`src/hdl/c_string_escaper_defines.svh`:
```
// assertion macros for the c string escaper
`ifndef C_STRING_ESCAPER_DEFINES_SVH
`define C_STRING_ESCAPER_DEFINES_SVH

`ifndef SYNTHESIS
`define CSE_ASSERT(lbl, clk, rstn, prop, msg) \
  lbl: assert property (@(posedge clk) disable iff (!rstn) (prop)) else $error(msg);
`define CSE_ASSERT_IMPL(lbl, clk, rstn, ante, cons, msg) \
  lbl: assert property (@(posedge clk) disable iff (!rstn) (ante) |-> (cons)) else $error(msg);
`else
`define CSE_ASSERT(lbl, clk, rstn, prop, msg)
`define CSE_ASSERT_IMPL(lbl, clk, rstn, ante, cons, msg)
`endif

`endif

```
`src/hdl/cse_pkg.sv`:
```
// shared types, constants and escape helpers for the c string escaper
package cse_pkg;

  localparam int unsigned FifoDepthDefault = 4;

  localparam logic [7:0] ChBslash = 8'h5C;
  localparam logic [7:0] ChQuote  = 8'h22;
  localparam logic [7:0] ChQmark  = 8'h3F;
  localparam logic [7:0] ChCr     = 8'h0D;
  localparam logic [7:0] ChLf     = 8'h0A;
  localparam logic [7:0] ChTab    = 8'h09;
  localparam logic [7:0] ChZero   = 8'h30;
  localparam logic [7:0] ChSeven  = 8'h37;
  localparam logic [7:0] ChNine   = 8'h39;
  localparam logic [7:0] ChUpA    = 8'h41;
  localparam logic [7:0] ChUpF    = 8'h46;
  localparam logic [7:0] ChLoA    = 8'h61;
  localparam logic [7:0] ChLoF    = 8'h66;
  localparam logic [7:0] ChU      = 8'h75;
  localparam logic [7:0] ChX      = 8'h78;
  localparam logic [7:0] ChR      = 8'h72;
  localparam logic [7:0] ChN      = 8'h6E;
  localparam logic [7:0] ChT      = 8'h74;
  localparam logic [7:0] PrintLo  = 8'h20;
  localparam logic [7:0] PrintHi  = 8'h7E;
  localparam logic [15:0] WideLo  = 16'h0100;

  typedef enum logic [2:0] {
    KindPlain,
    KindQuote,
    KindCtrl,
    KindOct1,
    KindHex,
    KindOct3,
    KindUni
  } cse_kind_e;

  typedef struct packed {
    cse_kind_e   kind;
    logic [15:0] code;
    logic        run_last;
    logic        text_last;
  } cse_job_t;

  function automatic logic [15:0] cse_mask(logic [15:0] c, logic wide);
    return wide ? c : {8'h00, c[7:0]};
  endfunction

  function automatic logic cse_is_oct(logic [15:0] c);
    return (c >= 16'(ChZero)) && (c <= 16'(ChSeven));
  endfunction

  function automatic logic cse_is_hex(logic [15:0] c);
    return ((c >= 16'(ChZero)) && (c <= 16'(ChNine))) ||
           ((c >= 16'(ChUpA)) && (c <= 16'(ChUpF))) ||
           ((c >= 16'(ChLoA)) && (c <= 16'(ChLoF)));
  endfunction

  // pick the escape form of c given the code after it
  function automatic cse_kind_e cse_classify(logic [15:0] c_raw, logic [15:0] nx_raw,
                                             logic wide);
    logic [15:0] c;
    logic [15:0] nx;
    cse_kind_e   k;
    c  = cse_mask(c_raw, wide);
    nx = cse_mask(nx_raw, wide);
    if (c >= WideLo) begin
      k = KindUni;
    end else if ((c == 16'(ChQuote)) || (c == 16'(ChBslash))) begin
      k = KindQuote;
    end else if ((c >= 16'(PrintLo)) && (c <= 16'(PrintHi)) &&
                 !((c == 16'(ChQmark)) && (nx == 16'(ChQmark)))) begin
      k = KindPlain;
    end else if ((c == 16'(ChCr)) || (c == 16'(ChLf)) || (c == 16'(ChTab))) begin
      k = KindCtrl;
    end else if ((c < 16'd8) && !cse_is_oct(nx)) begin
      k = KindOct1;
    end else if (!cse_is_hex(nx)) begin
      k = KindHex;
    end else begin
      k = KindOct3;
    end
    return k;
  endfunction

  function automatic logic [2:0] cse_len(cse_kind_e k);
    logic [2:0] n;
    case (k)
      KindPlain: n = 3'd1;
      KindQuote: n = 3'd2;
      KindCtrl:  n = 3'd2;
      KindOct1:  n = 3'd2;
      KindHex:   n = 3'd4;
      KindOct3:  n = 3'd4;
      KindUni:   n = 3'd6;
      default:   n = 3'd1;
    endcase
    return n;
  endfunction

  function automatic logic [7:0] cse_hex_digit(logic [3:0] v);
    return (v < 4'd10) ? (ChZero + {4'h0, v}) : (ChSeven + {4'h0, v});
  endfunction

  function automatic logic [7:0] cse_oct_digit(logic [2:0] v);
    return ChZero + {5'h00, v};
  endfunction

endpackage

```
`src/hdl/c_string_escaper.sv`:
```
// top level of the c string escaper
// Escapes a character stream into C string literal form. Input and output
// are queue style: a beat goes in when push is high and full is low, and a
// result leaves when pop is high and empty is low. Each character is held
// until the next one arrives, since its escape depends on that successor; a
// beat with end_of_text flushes it and is escaped with a zero successor. The
// front end takes one beat per cycle while the job queue has room, except
// that a beat closing a text behind a held character queues two jobs and so
// keeps full high until the second is queued. The back end emits one output
// character per cycle while pop keeps up, 1 to 6 per input by its escape.
// The user must write wide_mode only while the block is idle (the block
// does not enforce it); it takes effect on the next escape decision.
module c_string_escaper import cse_pkg::*; #(
  parameter int unsigned FifoDepth = FifoDepthDefault
) (
  input  logic        clk_i,
  input  logic        rst_ni,
  input  logic        wide_mode_we_i,
  input  logic        wide_mode_i,
  input  logic        push,
  output logic        full,
  input  logic [15:0] in_char_i,
  input  logic        end_of_text_i,
  output logic        empty,
  input  logic        pop,
  output logic [15:0] out_char_o,
  output logic        run_last_o,
  output logic        text_last_o
);

  logic     wide_mode_q;
  logic     job_push, job_full, job_pop, job_empty;
  cse_job_t job_in, job_out;

  always_ff @(posedge clk_i or negedge rst_ni) begin
    if (!rst_ni) begin
      wide_mode_q <= 1'b0;
    end else if (wide_mode_we_i) begin
      wide_mode_q <= wide_mode_i;
    end
  end

  cse_front u_front (
    .clk_i         (clk_i),
    .rst_ni        (rst_ni),
    .wide_mode_i   (wide_mode_q),
    .push_i        (push),
    .full_o        (full),
    .in_char_i     (in_char_i),
    .end_of_text_i (end_of_text_i),
    .job_full_i    (job_full),
    .job_push_o    (job_push),
    .job_o         (job_in)
  );

  cse_fifo #(
    .Depth (FifoDepth)
  ) u_fifo (
    .clk_i   (clk_i),
    .rst_ni  (rst_ni),
    .push_i  (job_push),
    .data_i  (job_in),
    .full_o  (job_full),
    .pop_i   (job_pop),
    .empty_o (job_empty),
    .data_o  (job_out)
  );

  cse_back u_back (
    .clk_i       (clk_i),
    .rst_ni      (rst_ni),
    .job_empty_i (job_empty),
    .job_i       (job_out),
    .job_pop_o   (job_pop),
    .empty_o     (empty),
    .pop_i       (pop),
    .out_char_o  (out_char_o),
    .run_last_o  (run_last_o),
    .text_last_o (text_last_o)
  );

endmodule

```
`src/hdl/cse_front.sv`:
```
// front end: holds one character back, classifies escapes and queues jobs
module cse_front import cse_pkg::*; (
  input  logic        clk_i,
  input  logic        rst_ni,
  input  logic        wide_mode_i,
  input  logic        push_i,
  output logic        full_o,
  input  logic [15:0] in_char_i,
  input  logic        end_of_text_i,
  input  logic        job_full_i,
  output logic        job_push_o,
  output cse_job_t    job_o
);

  logic        held_valid_q, held_valid_d;
  logic [15:0] held_char_q, held_char_d;
  logic        pend_q, pend_d;
  cse_job_t    pend_job_q, pend_job_d;
  logic        accept;
  cse_job_t    held_job, eot_job;

  assign full_o = pend_q | job_full_i;
  assign accept = push_i & ~full_o;

  always_comb begin
    held_job.kind      = cse_classify(held_char_q, in_char_i, wide_mode_i);
    held_job.code      = cse_mask(held_char_q, wide_mode_i);
    held_job.run_last  = ~end_of_text_i;
    held_job.text_last = 1'b0;
    eot_job.kind       = cse_classify(in_char_i, 16'h0000, wide_mode_i);
    eot_job.code       = cse_mask(in_char_i, wide_mode_i);
    eot_job.run_last   = 1'b1;
    eot_job.text_last  = 1'b1;
  end

  always_comb begin
    held_valid_d = held_valid_q;
    held_char_d  = held_char_q;
    pend_d       = pend_q;
    pend_job_d   = pend_job_q;
    job_push_o   = 1'b0;
    job_o        = eot_job;
    if (pend_q) begin
      // second job of a beat that closed a text
      job_o = pend_job_q;
      if (!job_full_i) begin
        job_push_o = 1'b1;
        pend_d     = 1'b0;
      end
    end else if (accept) begin
      if (held_valid_q) begin
        job_o      = held_job;
        job_push_o = 1'b1;
        if (end_of_text_i) begin
          pend_d     = 1'b1;
          pend_job_d = eot_job;
        end
      end else if (end_of_text_i) begin
        job_o      = eot_job;
        job_push_o = 1'b1;
      end
      if (end_of_text_i) begin
        held_valid_d = 1'b0;
        held_char_d  = 16'h0000;
      end else begin
        held_valid_d = 1'b1;
        held_char_d  = in_char_i;
      end
    end
  end

  always_ff @(posedge clk_i or negedge rst_ni) begin
    if (!rst_ni) begin
      held_valid_q <= 1'b0;
      held_char_q  <= 16'h0000;
      pend_q       <= 1'b0;
    end else begin
      held_valid_q <= held_valid_d;
      held_char_q  <= held_char_d;
      pend_q       <= pend_d;
    end
  end

  always_ff @(posedge clk_i) begin
    pend_job_q <= pend_job_d;
  end

endmodule

```
`src/hdl/cse_fifo.sv`:
```
// job queue between the front end and the back end
`include "c_string_escaper_defines.svh"
module cse_fifo import cse_pkg::*; #(
  parameter int unsigned Depth = FifoDepthDefault
) (
  input  logic     clk_i,
  input  logic     rst_ni,
  input  logic     push_i,
  input  cse_job_t data_i,
  output logic     full_o,
  input  logic     pop_i,
  output logic     empty_o,
  output cse_job_t data_o
);

  localparam int unsigned PtrW = (Depth > 1) ? $clog2(Depth) : 1;
  localparam int unsigned CntW = $clog2(Depth + 1);

  cse_job_t            mem_q [Depth];
  logic [PtrW-1:0]     wr_ptr_q, rd_ptr_q;
  logic [CntW-1:0]     count_q;

  function automatic logic [PtrW-1:0] next_ptr(logic [PtrW-1:0] p);
    return (p == PtrW'(Depth - 1)) ? '0 : p + PtrW'(1);
  endfunction

  assign full_o  = (count_q == CntW'(Depth));
  assign empty_o = (count_q == '0);
  assign data_o  = mem_q[rd_ptr_q];

  always_ff @(posedge clk_i or negedge rst_ni) begin
    if (!rst_ni) begin
      wr_ptr_q <= '0;
      rd_ptr_q <= '0;
      count_q  <= '0;
    end else begin
      if (push_i) begin
        wr_ptr_q <= next_ptr(wr_ptr_q);
      end
      if (pop_i) begin
        rd_ptr_q <= next_ptr(rd_ptr_q);
      end
      if (push_i && !pop_i) begin
        count_q <= count_q + CntW'(1);
      end else if (pop_i && !push_i) begin
        count_q <= count_q - CntW'(1);
      end
    end
  end

  always_ff @(posedge clk_i) begin
    if (push_i) begin
      mem_q[wr_ptr_q] <= data_i;
    end
  end

  `CSE_ASSERT_IMPL(a_no_push_full, clk_i, rst_ni, push_i, !full_o, "job pushed into full queue")
  `CSE_ASSERT_IMPL(a_no_pop_empty, clk_i, rst_ni, pop_i, !empty_o, "job popped from empty queue")
  `CSE_ASSERT(a_count_range, clk_i, rst_ni, count_q <= CntW'(Depth), "job count above depth")

endmodule

```
`src/hdl/cse_back.sv`:
```
// back end: expands one job into its escape characters, one per cycle while pop keeps up
`include "c_string_escaper_defines.svh"
module cse_back import cse_pkg::*; (
  input  logic        clk_i,
  input  logic        rst_ni,
  input  logic        job_empty_i,
  input  cse_job_t    job_i,
  output logic        job_pop_o,
  output logic        empty_o,
  input  logic        pop_i,
  output logic [15:0] out_char_o,
  output logic        run_last_o,
  output logic        text_last_o
);

  logic        out_valid_q;
  logic [15:0] out_char_q;
  logic        run_last_q, text_last_q;
  logic [2:0]  idx_q;
  logic [2:0]  len;
  logic        last, load;
  logic [7:0]  ch;
  logic [15:0] c;

  assign c    = job_i.code;
  assign len  = cse_len(job_i.kind);
  assign last = (idx_q == (len - 3'd1));
  assign load = ~job_empty_i & (~out_valid_q | pop_i);
  assign job_pop_o = load & last;

  always_comb begin
    ch = ChBslash;
    case (job_i.kind)
      KindPlain: ch = c[7:0];
      KindQuote: ch = (idx_q == 3'd0) ? ChBslash : c[7:0];
      KindCtrl: begin
        if (idx_q == 3'd0) begin
          ch = ChBslash;
        end else if (c[7:0] == ChCr) begin
          ch = ChR;
        end else if (c[7:0] == ChLf) begin
          ch = ChN;
        end else begin
          ch = ChT;
        end
      end
      KindOct1: ch = (idx_q == 3'd0) ? ChBslash : cse_oct_digit(c[2:0]);
      KindHex: begin
        case (idx_q)
          3'd0:    ch = ChBslash;
          3'd1:    ch = ChX;
          3'd2:    ch = cse_hex_digit(c[7:4]);
          default: ch = cse_hex_digit(c[3:0]);
        endcase
      end
      KindOct3: begin
        case (idx_q)
          3'd0:    ch = ChBslash;
          3'd1:    ch = cse_oct_digit({1'b0, c[7:6]});
          3'd2:    ch = cse_oct_digit(c[5:3]);
          default: ch = cse_oct_digit(c[2:0]);
        endcase
      end
      KindUni: begin
        case (idx_q)
          3'd0:    ch = ChBslash;
          3'd1:    ch = ChU;
          3'd2:    ch = cse_hex_digit(c[15:12]);
          3'd3:    ch = cse_hex_digit(c[11:8]);
          3'd4:    ch = cse_hex_digit(c[7:4]);
          default: ch = cse_hex_digit(c[3:0]);
        endcase
      end
      default: ch = ChBslash;
    endcase
  end

  always_ff @(posedge clk_i or negedge rst_ni) begin
    if (!rst_ni) begin
      out_valid_q <= 1'b0;
      idx_q       <= 3'd0;
    end else begin
      if (load) begin
        out_valid_q <= 1'b1;
        idx_q       <= last ? 3'd0 : idx_q + 3'd1;
      end else if (pop_i) begin
        out_valid_q <= 1'b0;
      end
    end
  end

  always_ff @(posedge clk_i) begin
    if (load) begin
      out_char_q  <= {8'h00, ch};
      run_last_q  <= job_i.run_last & last;
      text_last_q <= job_i.text_last & last;
    end
  end

  assign empty_o     = ~out_valid_q;
  assign out_char_o  = out_char_q;
  assign run_last_o  = run_last_q;
  assign text_last_o = text_last_q;

  `CSE_ASSERT_IMPL(a_idx_has_job, clk_i, rst_ni, idx_q != 3'd0, !job_empty_i, "escape in progress without a job")

endmodule
```
`config.mk`:
```
export PLATFORM = sky130hd
export DESIGN_NAME = c_string_escaper
export DESIGN_NICKNAME = d
export VERILOG_FILES = /design/src/hdl/cse_pkg.sv /design/src/hdl/c_string_escaper.sv /design/src/hdl/cse_front.sv /design/src/hdl/cse_fifo.sv /design/src/hdl/cse_back.sv
export VERILOG_INCLUDE_DIRS = /design/src /design/src/hdl
export SDC_FILE = /design/constraint.sdc
export NUM_CORES = 1
export LEC_CHECK = 0
export BUFFER_PORTS_ARGS = -buffer_cell sky130_fd_sc_hd__buf_2
export CORE_ASPECT_RATIO = 0.6
export CORE_MARGIN = 2
export CORE_UTILIZATION = 55
export CTS_BUF_LIST = sky130_fd_sc_hd__clkbuf_16
export CTS_CLUSTER_DIAMETER = 150
export DETAILED_ROUTE_END_ITERATION = 7
export GPL_TIMING_DRIVEN = 0
export PLACE_DENSITY = 0.73
export REMOVE_ABC_BUFFERS = 1
export SLEW_MARGIN = 20
export SYNTH_ARGS = -nofsm -noshare
export SYNTH_HDL_FRONTEND = slang
export SYNTH_SLANG_ARGS = --single-unit
```
`constraint.sdc`:
```
create_clock -name clk_i -period 4.4 [get_ports clk_i]
set_input_delay 0.88 -clock clk_i [delete_from_list [all_inputs] [get_ports clk_i]]
set_output_delay 0.88 -clock clk_i [all_outputs]
set_load 0.1 [all_outputs]
```
==> results of run 1 <==
==> stage by stage <==
step / hold WS (ns) / cells
6_report: 0.520 / 823
5_1_grt: 0.538 / 823
4_1_cts: 0.514 / 822
3_5_place_dp: 0.503 / 790
3_3_place_gp: 0.476 / 790
2_1_floorplan: 0.456 / 586
==> cell type report <==
class	count	area, sq um	share of cell area [%]
inverters	22	82.6	1.01
clock inverters	14	88.8	1.09
multi-input cells	421	2970	36.5
flip-flops and latches	143	4150	50.9
well taps	170	213	2.61
repair buffers	35	185	2.27
clock buffers	18	450	5.53
==> cell usage in the layout (no fill, tap or decap), types with 6 or more instances in the layout <==
cell type  instances
o21ai_0           59
a21oi_1           17
mux4_2            21
mux2i_1           17
conb_1             8
dfrtp_1           28
nand2b_1          22
o21ai_1           10
nand3_1           15
nand2_1           68
buf_2             34
and2_1            12
nor2_1            25
inv_1             25
ha_1              18
edfxtp_1         113
nor3_1            11
clkbuf_16         18
o22ai_1            6
nor2b_1           16
==> flip-flops by register name (all words and copies together) (netlist names) <==
register and count:
u_fifo.mem_q 84, u_front.pend_job_q 19, u_front.held_char_q 16, u_back.out_char_o 8
u_back.idx_q 3, u_fifo.count_q 3, u_fifo.rd_ptr_q 2, u_fifo.wr_ptr_q 2
u_back.out_valid_q 1, u_back.run_last_o 1, u_back.text_last_o 1, u_front.held_valid_q 1
u_front.pend_q 1, wide_mode_q 1
==> final timing paths <==
| path | from | endpoint | cells past startpoint |
|---|---|---|---|
| hold / removal | u_front.held_char_q[8] | u_front.held_char_q[8] | 2 |
| hold reg to reg | u_front.held_char_q[8] | u_front.held_char_q[8] | 2 |
| setup reg to reg | u_fifo.rd_ptr_q[0] | u_fifo.count_q[1] | 10 |
| setup / recovery | u_fifo.rd_ptr_q[0] | u_fifo.count_q[1] | 10 |
| min in group asynchronous | rst_ni | u_back.idx_q[0] | 1 |
| max in group asynchronous | rst_ni | u_fifo.rd_ptr_q[0] | 1 |
==> worst max-delay path, cell delays in order, from the launching register on <==
cell and delay [ns]:
dfrtp_2 0.87, mux4_2 0.76, or3_1 0.41, a211oi_2 0.26, o31ai_2 0.16, a211oi_2 0.28
inv_1 0.08, ha_1 0.23, inv_1 0.08, fa_1 0.42, mux2_2 0.27
==> cell families after synthesis <==
family,Yosys count,synth area share (%)
compound gates,143,12.2
xor+xnor,7,0.834
fa+ha+maj,19,3.34
buf+inv,59,3.66
flops,143,56.4
mux,43,9.51
other cells,1,0.0510
simple gates,201,14.1
==> power by group <==
part	internal, W	total (W)	leakage [nW]	switching [W]
clock	0.000752	0.00131	0.284	0.000559
sequential	0.00192	0.00222	1.41	0.000299
combinational	0.000970	0.00295	1.24	0.00198
total	0.00364	0.00649	2.94	0.00284
==> routing by layer <==
| metal | share of wire [%] | wire length [um] | up-vias | GRT usage (%) |
|---|---|---|---|---|
| li1 | - | - | 2341 | - |
| met1 | 46 | 7790 | 2522 | 37.5 |
| met2 | 44 | 7540 | 227 | 38.2 |
| met3 | 9.1 | 1530 | 12 | 5.65 |
| met5 | 0 | 0 | - | 0 |
| met4 | 0.47 | 80 | 0 | 5.32 |
==> flow_metrics.tcl, run 1 <==
set metrics [dict create \
    status "complete, no violations" \
    die_x_um 153 \
    overflow 0 \
    postLayoutCoreUtil_pct 62.9 \
    grt_use_total_pct 25.2 \
    netlist_area_sq_um 7350 \
    start_util_pct 56.8 \
    h-tree-depth 4 \
    post-route-period-util_pct 89.4 \
    r2r_slack_ns 0.47 \
    antenna_cells 0 \
    numCtsBuffers 17 \
    syn_inst 616 \
    vdd_drop_max_mv 0.524 \
    leakage_nw 2.94 \
    ys_seq_area_share_pct 56.4 \
    synth_edf_count 113 \
    core_area_sq_um 12900 \
    timing.final.crit_period_ns 3.93 \
    drt_iter0_drc 543 \
    critPathRequiredTime_ns 4.70 \
    async_flop_share_pct 21.0 \
    die_h_um 93.6 \
    hpwl_mm 11.7 \
    ctsHoldBuffers 0 \
    relSlewSlack_pct 34.5 \
    fp-row-count 32 \
    cts_max_path_buffers 2 \
    place_ws_ns 0.423 \
    port_buffers 34 \
    fill_cells 1021 \
    setup_viol 0 \
    place_congestion 0.973 \
    ant_nets 0 \
    synth-seq-cells 143 \
    synth_top_area_share_pct 46.2 \
    synth_top_cell_by_area "edfxtp_1" \
    slew_viol_final 0 \
    fmax_ghz 0.254 \
    setup_tns_ns 0 \
    cts_tree "yes" \
    design_area_sq_um 8140 \
    die_area_sq_um 14300 \
    place_area_sq_um 7580 \
    syn_to_final_growth_pct 10.7 \
    netlist-cell-type-count 69 \
    cp_max_fo 24 \
    tightest_slew_ns 0.982 \
    clkSinkCount 143 \
    fin_skew_ns 0.0125 \
    finalHoldViolCount 0 \
    p_total_w 0.00649 \
    ys.warnings.count 0 \
    power_density_nw_per_um2 797 \
    yosysMostFrequentCell "edfxtp_1" \
    insertion_delay_ns 0.41 \
    start_kind "flip-flop" \
    cts_resized 0 \
    first_pass_iters 6 \
    finalNetCount 682 \
    grt_max_degree 35 \
    post_drt_via_cell_ratio 6.20 \
    ios 43 \
    cts_setup_buffers 0 \
    wl_per_cell_um 20.6 \
    setup_ws_ns 0.467 \
    grt_pass1_wl_mm 27.3 \
    critical_path.endpoint_type "flip-flop" \
    drcViolationCount 0 \
    yosys-top-cells-area "edfxtp_1 46%, dfrtp_1 10%, mux4_2 6.4%, o21ai_0 4.0%, nand2_1 3.5%" \
    path_clk_slew_ns 0.07 \
    totalWireLength_mm 16.9 \
    netlist_top_cells_count "113 x edfxtp_1, 68 x nand2_1, 59 x o21ai_0" \
    hp-class "reg -> reg" \
    syn-mean-instance-area_sq_um 11.9 \
    rsz0062_at_grt "no" \
    drive_gt1_share_pct 15.6 \
    max_cap_violations 0 \
    num_vias 5102 \
    antenna_found_initial 0 \
    crit_arrival_ns 4.23 \
    grt_pass1_vias 4918 \
    crit_type "reg -> reg" \
    synth_ff_type "edfxtp_1" \
    clock-root-buffer "clkbuf_16" \
]
Power figures use the tool's default switching activity.
==> inputs of run 2 (changes only) <==
RECOVER_POWER = 100   (was not set)
==> flow_metrics.tcl, run 2 (synthesis gave the netlist of run 1 again) <==
set metrics [dict create \
    rr_startpoint "u_fifo.rd_ptr_q[0]" \
    start_kind "flip-flop" \
    core_area_sq_um 12900 \
    die_x_um 153 \
    hpwl_mm 11.7 \
    power.internal_w 0.00362 \
    cts_setup_buffers 0 \
    num_vias 5141 \
    clkSinkCount 143 \
    drive_gt1_share_pct 11.0 \
    switching_share_pct 43.9 \
    tightest_slew_ns 2.06 \
    drcViolationCount 0 \
    top_register "u_fifo.mem_q" \
    crit_type "reg -> reg" \
    grt_pass1_vias 4918 \
    antenna_found_initial 0 \
    met1_usage_pct 37.5 \
    ios 43 \
    start_util_pct 56.8 \
    switchingPower_w 0.00283 \
    post-route-period-util_pct 90.8 \
    setup_tns_ns 0 \
    place_area_sq_um 7580 \
    fill_cells 1031 \
    finalNetCount 682 \
    critical_path.endpoint_type "flip-flop" \
    hp-class "reg -> reg" \
    cts_tree "yes" \
    critPathRequiredTime_ns 4.70 \
    leakage_nw 2.86 \
    clock-root-buffer "clkbuf_16" \
    largest_reg_flops 84 \
    grtUsageMet3_pct 5.65 \
    setup_viol 0 \
    layout_common_cells "113 x edfxtp_1, 68 x nand2_1, 64 x o21ai_0" \
    insertion_delay_ns 0.41 \
    r2r_cells 10 \
    grt_use_met2_pct 38.2 \
    largest_registers "u_fifo.mem_q x84, u_front.pend_job_q x19, u_front.held_char_q x16" \
    cp_max_fo 24 \
    violations "max-capacitance violations, max-slew violations" \
    place_congestion 0.973 \
    min-delay-start "u_front.held_char_q[8]" \
    r2r_slack_ns 0.41 \
    place_ws_ns 0.423 \
    fp-row-count 32 \
    status "finished with violations" \
    antenna_cells 0 \
    timing.final.crit_period_ns 3.99 \
    rsz0062_at_grt "no" \
    slew_viol_final 119 \
    reg2reg_to "u_fifo.count_q[1]" \
    ctsHoldBuffers 0 \
    max_cap_violations 5 \
    h-tree-depth 4 \
    post_drt_via_cell_ratio 6.25 \
    numCtsBuffers 17 \
    finalHoldViolCount 0 \
    final_common_cell "edfxtp_1" \
    hold_depth 2 \
    fmax_ghz 0.250 \
    totalWireLength_mm 16.9 \
    p_total_w 0.00645 \
    busiest_layer "met2" \
    grt_use_total_pct 25.2 \
    path_clk_slew_ns 0.06 \
    wl_per_cell_um 20.6 \
    design_area_sq_um 8090 \
    die_h_um 93.6 \
    grt_pass1_wl_mm 27.3 \
    syn_to_final_growth_pct 9.99 \
    power_frac_clock_pct 20.3 \
    fin_skew_ns 0.0118 \
    first_pass_iters 5 \
    overflow 0 \
    setup_ws_ns 0.406 \
    grt_max_degree 35 \
    power_frac_comb_pct 45.2 \
    drt_iter0_drc 543 \
    crit_arrival_ns 4.29 \
    ant_nets 0 \
    relSlewSlack_pct -37.0 \
    die_area_sq_um 14300 \
    vdd_drop_max_mv 0.520 \
    power_density_nw_per_um2 798 \
    min_to "u_front.held_char_q[8]" \
    cts_resized 0 \
    cts_max_path_buffers 2 \
    power_frac_seq_pct 34.5 \
    port_buffers 34 \
]
[run 2: per-layer routing]
layer | vias to the layer above | part of all wire, %
met5 | - | 0
met2 | 218 | 45
li1 | 2354 | -
met3 | 8 | 8.7
met1 | 2561 | 46
met4 | 0 | 0.32
[run 2: worst max-delay path by stage]
stage                            start                 to  slack, ns  depth (start not counted)
floorplan           u_fifo.rd_ptr_q[0]  u_fifo.count_q[1]       0.54                         10
global placement    u_fifo.rd_ptr_q[0]  u_fifo.count_q[1]       0.03                         10
detailed placement  u_fifo.rd_ptr_q[1]  u_fifo.count_q[1]       0.42                         10
CTS                 u_fifo.rd_ptr_q[1]  u_fifo.count_q[2]       0.40                         12
global route        u_fifo.rd_ptr_q[0]  u_fifo.count_q[1]       0.10                         10
finish              u_fifo.rd_ptr_q[0]  u_fifo.count_q[1]       0.41                         10
[run 2: power groups by stage]
stage | Combinational (W) | Sequential [W] | Clock (W)
3_3_place_gp | 0.00282 | 0.00222 | 0
4_1_cts | 0.00289 | 0.00223 | 0.00133
3_5_place_dp | 0.00287 | 0.00225 | 0
5_1_grt | 0.00316 | 0.00228 | 0.00140
2_1_floorplan | 0.00184 | 0.00249 | 0
6_report | 0.00291 | 0.00223 | 0.00131
[run 2: cell type report]
| class | count | area (sq um) | share of cell area, % |
|---|---|---|---|
| multi-input combinational | 421 | 2960 | 36.6 |
| clock buffer | 18 | 450 | 5.57 |
| sequential | 143 | 4150 | 51.3 |
| clock inverter | 14 | 88.8 | 1.10 |
| tap | 170 | 213 | 2.63 |
| timing repair buffer | 35 | 145 | 1.79 |
| inverter | 22 | 82.6 | 1.02 |
[run 2: worst max-delay path, stage by stage, from the launching register on]
cell and delay [ns]:
dfrtp_2 0.86, mux4_2 0.75, or3_1 0.39, a211oi_1 0.32
o31ai_2 0.19, a211oi_2 0.28, inv_1 0.07, ha_1 0.23
inv_1 0.08, fa_1 0.42, mux2_2 0.27
[run 2: metrics by stage]
step                hold slack, ns  cells  utilization (%)
finish                       0.525    823             62.5
floorplan                    0.456    586                -
CTS                          0.514    822             62.8
global route                 0.538    823             62.5
global placement             0.476    790             58.6
detailed placement           0.503    790             58.6
==> inputs of run 3 (changes only) <==
ABC_AREA = 1   (was not set)
==> flow_metrics.tcl, run 3 <==
set metrics [dict create \
    status "finished with violations" \
    violations "max-capacitance violations, max-slew violations" \
    drive_gt1_share_pct 7.90 \
    vdd_drop_max_mv 0.535 \
    synth_edf_count 113 \
    cts_setup_buffers 0 \
    power.internal_w 0.00354 \
    ys.warnings.count 0 \
    synth-seq-cells 143 \
    synth_top_area_share_pct 42.7 \
    netlist_top_cells_count "280 x nand2_1, 113 x edfxtp_1, 100 x nor2_1" \
    final_common_cell "nand2_1" \
    power_frac_seq_pct 31.8 \
    layout_common_cells "283 x nand2_1, 113 x edfxtp_1, 100 x nor2_1" \
    netlist-cell-type-count 40 \
    crit_type "reg -> reg" \
    die_h_um 97.1 \
    power_frac_clock_pct 18.8 \
    min-delay-start "u_front.held_char_q[10]" \
    switching_share_pct 48.0 \
    finalHoldViolCount 0 \
    cts_max_path_buffers 2 \
    num_vias 6475 \
    totalWireLength_mm 19.2 \
    finalNetCount 1016 \
    fin_skew_ns 0.0141 \
    power_frac_comb_pct 49.4 \
    setup_tns_ns 0 \
    die_x_um 159 \
    post-route-period-util_pct 93.7 \
    cts_tree "yes" \
    antenna_found_initial 0 \
    drt_iter0_drc 729 \
    timing.final.crit_period_ns 4.12 \
    power_density_nw_per_um2 785 \
    first_pass_iters 5 \
    rr_startpoint "u_fifo.rd_ptr_q[1]" \
    numCtsBuffers 17 \
    cp_max_fo 24 \
    port_buffers 34 \
    start_kind "flip-flop" \
    ys_seq_area_share_pct 52.2 \
    switchingPower_w 0.00326 \
    critPathRequiredTime_ns 4.72 \
    ios 43 \
    largest_reg_flops 84 \
    critical_path.endpoint_type "flip-flop" \
    post_layout_nonfiller_instances 1179 \
    clock-root-buffer "clkbuf_16" \
    hpwl_mm 13.8 \
    fp-row-count 33 \
    core_area_sq_um 13900 \
    crit_arrival_ns 4.44 \
    ctsHoldBuffers 0 \
    dp_cells 1147 \
    rsz0062_at_grt "no" \
    tightest_slew_ns 2.16 \
    startpoint "u_fifo.rd_ptr_q[1]" \
    setup_viol 0 \
    leakage_nw 3.72 \
    r2r_cells 13 \
    hp-class "reg -> reg" \
    grt_pass1_wl_mm 31.1 \
    hold_depth 2 \
    largest_registers "u_fifo.mem_q x84, u_front.pend_job_q x19, u_front.held_char_q x16" \
    r2r_slack_ns 0.28 \
    relSlewSlack_pct -44.2 \
    grt_pass1_vias 5940 \
    syn-mean-instance-area_sq_um 8.37 \
    syn_to_final_growth_pct 9.12 \
    synth_top_cell_by_area "edfxtp_1" \
    drcViolationCount 0 \
    post_drt_via_cell_ratio 5.49 \
    die_area_sq_um 15400 \
    synth_ff_type "edfxtp_1" \
    netlist_area_sq_um 7940 \
    wl_per_cell_um 16.3 \
    start_util_pct 57.2 \
    slew_viol_final 119 \
    fmax_ghz 0.243 \
    min_to "u_front.held_char_q[10]" \
    insertion_delay_ns 0.43 \
    yosys-top-cells-area "edfxtp_1 43%, nand2_1 13%, dfrtp_1 9.5%, nand3_1 5.4%, nor2_1 4.7%" \
    clkSinkCount 143 \
    path_clk_slew_ns 0.06 \
    reg2reg_to "u_fifo.count_q[1]" \
    grt_use_total_pct 25.9 \
    grt_max_degree 41 \
    max_cap_violations 5 \
    ant_nets 0 \
    h-tree-depth 4 \
    antenna_cells 0 \
    fill_cells 1246 \
    yosysMostFrequentCell "nand2_1" \
    top_register "u_fifo.mem_q" \
    syn_inst 949 \
    overflow 0 \
    place_congestion 0.975 \
    holdWs_ns 0.515 \
    async_flop_share_pct 21.0 \
]
==> run 3: timing repair <==
| item | CTS | global route |
|---|---|---|
| endpoints found under the setup margin | 0 | 72 |
| resized for setup | 0 | 1 |
| endpoints found under the hold margin | 0 | 0 |
==> run 3: cells by family after synthesis <==
kind of cell,after synthesis,share of synthesized area (%)
compound gates,141,9.58
xor+xnor,4,0.441
fa+ha+maj,19,3.09
buf+inv,128,7.37
flops,143,52.2
mux,1,0.142
other cells,1,0.0472
simple gates,512,27.1
==> run 3: stage by stage <==
step / worst slack [ns] / utilization [%] / area, sq um / total power (W)
2_1_floorplan: 0.286 / - / 7720 / 0.00464
5_1_grt: 0.0134 / 62.5 / 8670 / 0.00728
3_3_place_gp: -0.522 / 58.6 / 8130 / 0.00543
4_1_cts: 0.132 / 62.9 / 8730 / 0.00680
6_report: 0.277 / 62.5 / 8670 / 0.00680
3_5_place_dp: 0.173 / 59.1 / 8200 / 0.00551
==> run 3: power groups by stage <==
stage	registers (W)	clock network (W)	logic [W]
detailed placement	0.00218	0	0.00334
finish	0.00216	0.00128	0.00336
global placement	0.00223	0	0.00320
CTS	0.00215	0.00129	0.00336
floorplan	0.00249	0	0.00215
global route	0.00220	0.00135	0.00373
==> run 3: final cells by class <==
class	instances	area (sq um)	share of cell area, %
well taps	192	240	2.77
clock buffers	18	450	5.20
repair buffers	36	180	2.08
multi-input cells	685	3240	37.3
clock inverters	14	72.6	0.837
inverters	91	342	3.94
flip-flops and latches	143	4150	47.8
==> run 3: metal layers <==
layer / vias to the layer above / track usage, % / share of wire [%]
met5: - / 0 / 0
met2: 296 / 35.0 / 40
met4: 0 / 5.66 / 0.63
met1: 2960 / 40.4 / 48
li1: 3208 / - / -
met3: 11 / 8.24 / 11
==> run 3: how the worst max path moves through the flow <==
stage                     cells past startpoint                  end  slack (ns)
after detailed placement                      7  u_fifo.mem_q[2][10]        0.17
after floorplan                               6   u_fifo.mem_q[0][1]        0.29
after global routing                          7  u_fifo.mem_q[1][19]        0.01
after global placement                        6   u_fifo.mem_q[1][1]       -0.52
after CTS                                     7  u_fifo.mem_q[0][10]        0.13
final                                        13    u_fifo.count_q[1]        0.28
==> run 3: critical path: stages, from the launching register on <==
cell and delay (ns):
dfrtp_1 0.99, inv_1 0.70, nor2_1 0.23, nand2_1 0.08, nand2_1 0.19, inv_2 0.13, nor2_4 0.19, nand2_1 0.12
a21oi_4 0.21, nand3_2 0.11, ha_1 0.24, inv_1 0.09, fa_1 0.42, mux2_2 0.27
